File: src/rtl/bpa_pkg.sv
`default_nettype none

package bpa_pkg;

  // Request opcodes
  localparam logic [1:0] OP_ALLOC = 2'd0;
  localparam logic [1:0] OP_FREE  = 2'd1;
  localparam logic [1:0] OP_CLEAR = 2'd2;

  // Bitmap geometry and address constants
  localparam int WORD_BITS  = 32;
  localparam int WORD_SHIFT = 5;
  localparam int PAGE_SHIFT = 12;
  localparam logic [47:0] POOL_BASE_RESET = 48'h00_0001_000000;

  typedef struct packed {
    logic [1:0]  op;
    logic [12:0] page_count;
    logic [47:0] base_address;
  } req_t;

  typedef struct packed {
    logic [47:0] address;
    logic        ok;
  } rsp_t;

  // Controller to datapath
  typedef struct packed {
    logic load;
    logic clr_step;
    logic scan_init;
    logic scan_step;
    logic fprep1;
    logic fprep2;
    logic mark_init;
    logic mark_step;
    logic res_done;
    logic res_fail;
    logic rsp_load;
  } ctl_cmd_t;

  // Datapath to controller
  typedef struct packed {
    logic [1:0] op;
    logic       n_zero;
    logic       clr_last;
    logic       scan_hit;
    logic       scan_miss;
    logic       free_empty;
    logic       mark_done;
    logic       rsp_free;
  } ctl_sts_t;

endpackage

`default_nettype wire

File: src/rtl/bpa_ctrl.sv
`default_nettype none

module bpa_ctrl (
  input  logic               clk,
  input  logic               rst,
  input  logic               req_valid,
  output logic               req_stall,
  input  bpa_pkg::ctl_sts_t  sts,
  output bpa_pkg::ctl_cmd_t  cmd
);
  import bpa_pkg::*;

  localparam logic [3:0] ST_INIT   = 4'd0;
  localparam logic [3:0] ST_IDLE   = 4'd1;
  localparam logic [3:0] ST_DECODE = 4'd2;
  localparam logic [3:0] ST_CLR    = 4'd3;
  localparam logic [3:0] ST_SCAN   = 4'd4;
  localparam logic [3:0] ST_FPREP1 = 4'd5;
  localparam logic [3:0] ST_FPREP2 = 4'd6;
  localparam logic [3:0] ST_FCHK   = 4'd7;
  localparam logic [3:0] ST_MINIT  = 4'd8;
  localparam logic [3:0] ST_MARK   = 4'd9;
  localparam logic [3:0] ST_RESP   = 4'd10;

  logic [3:0] state;
  logic [3:0] state_next;

  always_ff @(posedge clk) begin
    if (rst) begin
      state <= ST_INIT;
    end else begin
      state <= state_next;
    end
  end

  // Sequence one request at a time
  always_comb begin
    cmd        = '0;
    state_next = state;
    unique case (state)
      ST_INIT: begin
        cmd.clr_step = 1'b1;
        if (sts.clr_last) state_next = ST_IDLE;
      end
      ST_IDLE: begin
        if (req_valid) begin
          cmd.load   = 1'b1;
          state_next = ST_DECODE;
        end
      end
      ST_DECODE: begin
        unique case (sts.op)
          OP_ALLOC: begin
            if (sts.n_zero) begin
              cmd.res_fail = 1'b1;
              state_next   = ST_RESP;
            end else begin
              cmd.scan_init = 1'b1;
              state_next    = ST_SCAN;
            end
          end
          OP_FREE: begin
            if (sts.n_zero) begin
              cmd.res_fail = 1'b1;
              state_next   = ST_RESP;
            end else begin
              state_next = ST_FPREP1;
            end
          end
          OP_CLEAR: state_next = ST_CLR;
          default: begin
            cmd.res_fail = 1'b1;
            state_next   = ST_RESP;
          end
        endcase
      end
      ST_CLR: begin
        cmd.clr_step = 1'b1;
        if (sts.clr_last) begin
          cmd.res_done = 1'b1;
          state_next   = ST_RESP;
        end
      end
      ST_SCAN: begin
        cmd.scan_step = 1'b1;
        if (sts.scan_hit) begin
          state_next = ST_MINIT;
        end else if (sts.scan_miss) begin
          cmd.res_fail = 1'b1;
          state_next   = ST_RESP;
        end
      end
      ST_FPREP1: begin
        cmd.fprep1 = 1'b1;
        state_next = ST_FPREP2;
      end
      ST_FPREP2: begin
        cmd.fprep2 = 1'b1;
        state_next = ST_FCHK;
      end
      ST_FCHK: begin
        if (sts.free_empty) begin
          cmd.res_done = 1'b1;
          state_next   = ST_RESP;
        end else begin
          cmd.mark_init = 1'b1;
          state_next    = ST_MARK;
        end
      end
      ST_MINIT: begin
        cmd.mark_init = 1'b1;
        state_next    = ST_MARK;
      end
      ST_MARK: begin
        cmd.mark_step = 1'b1;
        if (sts.mark_done) begin
          cmd.res_done = 1'b1;
          state_next   = ST_RESP;
        end
      end
      ST_RESP: begin
        if (sts.rsp_free) begin
          cmd.rsp_load = 1'b1;
          state_next   = ST_IDLE;
        end
      end
      default: state_next = ST_IDLE;
    endcase
  end

  assign req_stall = (state != ST_IDLE);

  a_accept_decodes: assert property (@(posedge clk) disable iff (rst)
    (req_valid && !req_stall) |=> (state == ST_DECODE))
    else $error("accepted beat not decoded");

  a_mark_ends: assert property (@(posedge clk) disable iff (rst)
    (state == ST_MARK && sts.mark_done) |=> (state == ST_RESP))
    else $error("mark sweep did not finish");

  a_scan_exclusive: assert property (@(posedge clk) disable iff (rst)
    (state == ST_SCAN) |-> !(sts.scan_hit && sts.scan_miss))
    else $error("scan reported hit and miss together");

endmodule

`default_nettype wire

File: config.mk
export PLATFORM = sky130hd
export DESIGN_NAME = bpa_ctrl
export DESIGN_NICKNAME = d
export VERILOG_FILES = /design/src/rtl/bpa_pkg.sv /design/src/rtl/bpa_ctrl.sv
export SDC_FILE = /design/constraint.sdc
export NUM_CORES = 1
export LEC_CHECK = 0
export BUFFER_PORTS_ARGS = -buffer_cell sky130_fd_sc_hd__buf_4
export CORE_MARGIN = 10
export CORE_UTILIZATION = 47
export CTS_CLUSTER_DIAMETER = 80
export DETAILED_ROUTE_END_ITERATION = 16
export PLACE_DENSITY = 0.83
export SYNTH_ARGS = -nofsm -noshare
export SYNTH_HDL_FRONTEND = slang
export SYNTH_SLANG_ARGS = --single-unit
export TNS_END_PERCENT = 50
File: constraint.sdc
create_clock -name clk -period 1.9 [get_ports clk]
set_clock_uncertainty 0.2 [all_clocks]
set_input_delay 0.095 -clock clk [delete_from_list [all_inputs] [get_ports clk]]
set_output_delay 0.095 -clock clk [all_outputs]
set_load 0.01 [all_outputs]
==> results.json <==
{
  "status": "completed",
  "pre_cts_ws_ns": 0.0334,
  "synthTopCellsByCount": "nor2_1 (9), inv_1 (7), nand2_1 (7)",
  "critPathLaunchType": "flop",
  "cts_root_buffer": "clkbuf_4",
  "period_share_pct": 95.0,
  "num_antenna_cells": 0,
  "port_buffers": 23,
  "drt_iter0_drc": 15,
  "synthMuxAreaShare_pct": 5.13,
  "path_cells": "buf_4 -> nor4b_4 -> buf_4 -> nand3_1 -> o21ai_1 -> buf_4",
  "syn_avg_cell_area_um2": 7.09,
  "yosysTopAreaCell": "dfxtp_1",
  "post-route-util_pct": 80.9,
  "crit_type": "reg -> out",
  "drt-pass1-iter-count": 4,
  "clock_latency_ns": 0.23,
  "synthFlopType": "dfxtp_1",
  "fin_cells": 138,
  "vdd_drop_max_v": 0.000579,
  "syn_area_um2": 609,
  "synth_top_area_share_pct": 13.1,
  "drive_above_1_share_pct": 44.4,
  "power.density_nw_per_um2": 461,
  "rows": 12,
  "grt-ovfl-total": 0,
  "cts_buffer_depth": 2,
  "min_period_ns": 1.81,
  "drv_cap": 0,
  "worstMarginPinSlew_ns": 0.346,
  "cts.htree.levels": 1,
  "finalSetupViolCount": 0,
  "vias": 790,
  "grt_start_max_net_pins": 13,
  "hp-class": "in -> reg",
  "path_common_cell": "buf_4",
  "vias_per_cell": 5.72,
  "worstSetupEndpointType": "output port",
  "start_util_pct": 52.0,
  "maxSlewViolCount": 0,
  "num-fill-cells": 85,
  "power_leakage_nw": 0.454,
  "path_buf_inv": 3,
  "die_h_um": 56.0,
  "synth_nets": 98,
  "synth_xor_area_share_pct": 0,
  "synth.most_common_cell": "nor2_1",
  "dp_hpwl_um": 1650,
  "dp.cells": 131,
  "die_x_um": 56.0,
  "ys_top_cells_by_area": "dfxtp_1 (13%), nor2_1 (5.5%), inv_1 (4.3%)",
  "async_reset_ff_share_pct": 0,
  "core_area_um2": 1170,
  "numCtsBuffers": 3,
  "largest_register": "state",
  "yosysSeqAreaShare_pct": 13.1,
  "cp.arrival_ns": 1.51,
  "synth_adder_area_share_pct": 0,
  "antenna_found_initial": 0,
  "ys_types": 42,
  "hold_violations": 0,
  "critPathMaxStageDelay_ns": 0.35,
  "synth_edf_count": 0,
  "cts_num_sinks": 4,
  "routed_wl_um": 2170,
  "area_growth_pct": 55.4,
  "io_pins": 24,
  "slowest_stage": "dfxtp_2",
  "synth_cells": 86,
  "gp_congestion": 0.882,
  "grt_pass1_vias": 762,
  "drcViolationCount": 0,
  "slew_headroom_pct": 76.7,
  "holdWs_ns": 0.00619,
  "wl_per_cell_um": 15.7,
  "critPathRequiredTime_ns": 1.60,
  "ys_ff_latch": 4,
  "cts.clk_slew.worst_paths_ns": 0.04,
  "fp.dieArea_um2": 3140,
  "critPathMaxFanout": 10,
  "critPathTopFamily": "buffers and inverters",
  "synth_top_family_by_area": "simple AND/OR/NAND/NOR gates",
  "grt_pass1_wl_um": 3490,
  "antenna_left": 0,
  "max_freq_mhz": 554,
  "largestRegisters": "state x4",
  "setup_ws_ns": 0.0950,
  "cts_tree": "done",
  "nets": 138,
  "synth-compound-area-share_pct": 32.6,
  "yosys_warnings": 0,
  "yosys.area_share.simple_pct": 36.8,
  "grt_usage_pct": 12.6,
  "largest_reg_flops": 4
}
[final cells by class]
type	instances	area [um^2]	share of cell area (%)
Clock buffer	3	22.5	2.38
Inverter	7	26.3	2.77
Multi-Input combinational cell	68	470	49.7
Sequential cell	4	90.1	9.51
Tap cell	14	17.5	1.85
Timing Repair Buffer	42	320	33.8
[final timing paths]
check        startpoint       end  slack, ns  cells past startpoint
max            state[3]    cmd[1]       0.09                      6
min              sts[3]  state[2]      0.006                      4
max reg2reg    state[3]  state[0]       0.09                      4
min reg2reg    state[3]  state[3]       0.41                      2
[where the power goes]
| part | switching, W | internal (W) | leakage, nW |
|---|---|---|---|
| clock network | 0.0000328 | 0.0000705 | 0.0138 |
| logic | 0.000107 | 0.000121 | 0.405 |
| registers | 0.0000133 | 0.0000927 | 0.0349 |
[cell families (layout without fill, tap and decap cells)]
logic type / after synthesis / count (layout)
AO/OA/AOI/OAI: 26 / 26
buffers and inverters: 14 / 52
flip-flops: 4 / 4
multiplexers: 3 / 3
AND/OR/NAND/NOR: 39 / 39
[what timing repair did]
item                       CTS  global route
gates cloned                 0             0
hold buffers                 2             0
setup endpoints to repair    3             7
gates resized for setup      2             8
hold endpoints to repair     4             0
pin swaps                    0             1
setup buffers                0             2
[tightest hold or removal path: stages]
cell and delay (ns):
buf_4 0.09, inv_1 0.03, nand3_1 0.10, a21oi_1 0.07
[placed cells by master, fill, tap and decap left out, types with 2 or more instances in the layout]
cell / synthesis / routed
nor2_1: 9 / 9
clkbuf_4: 0 / 3
dfxtp_4: 0 / 2
a21oi_1: 4 / 4
nand2_1: 7 / 7
o21ai_0: 3 / 2
o211a_1: 2 / 2
dfxtp_2: 0 / 2
nand3_1: 3 / 3
mux2i_1: 2 / 2
nand2b_1: 4 / 4
o21bai_1: 2 / 2
inv_1: 7 / 7
or2_2: 2 / 2
o211ai_1: 2 / 2
nor3b_1: 2 / 2
dlygate4sd3_1: 0 / 2
or3_1: 3 / 3
buf_4: 1 / 40
[layer usage]
layer,global-route usage (%),share of wire [%]
met4,2.73,0
met3,5.01,8.2
met2,21.6,48
met5,0,0
met1,14.1,43
[metrics by stage]
| step | cell area, um^2 | setup TNS (ns) | power, W |
|---|---|---|---|
| after global placement | 863 | 0 | 0.000311 |
| after CTS | 916 | 0 | 0.000433 |
| after global routing | 947 | -0.0469 | 0.000472 |
| final | 947 | 0 | 0.000437 |
| after detailed placement | 863 | 0 | 0.000315 |
| after floorplan | 609 | 0 | 0.000228 |
No activity file was read; power rests on OpenSTA's default activity.
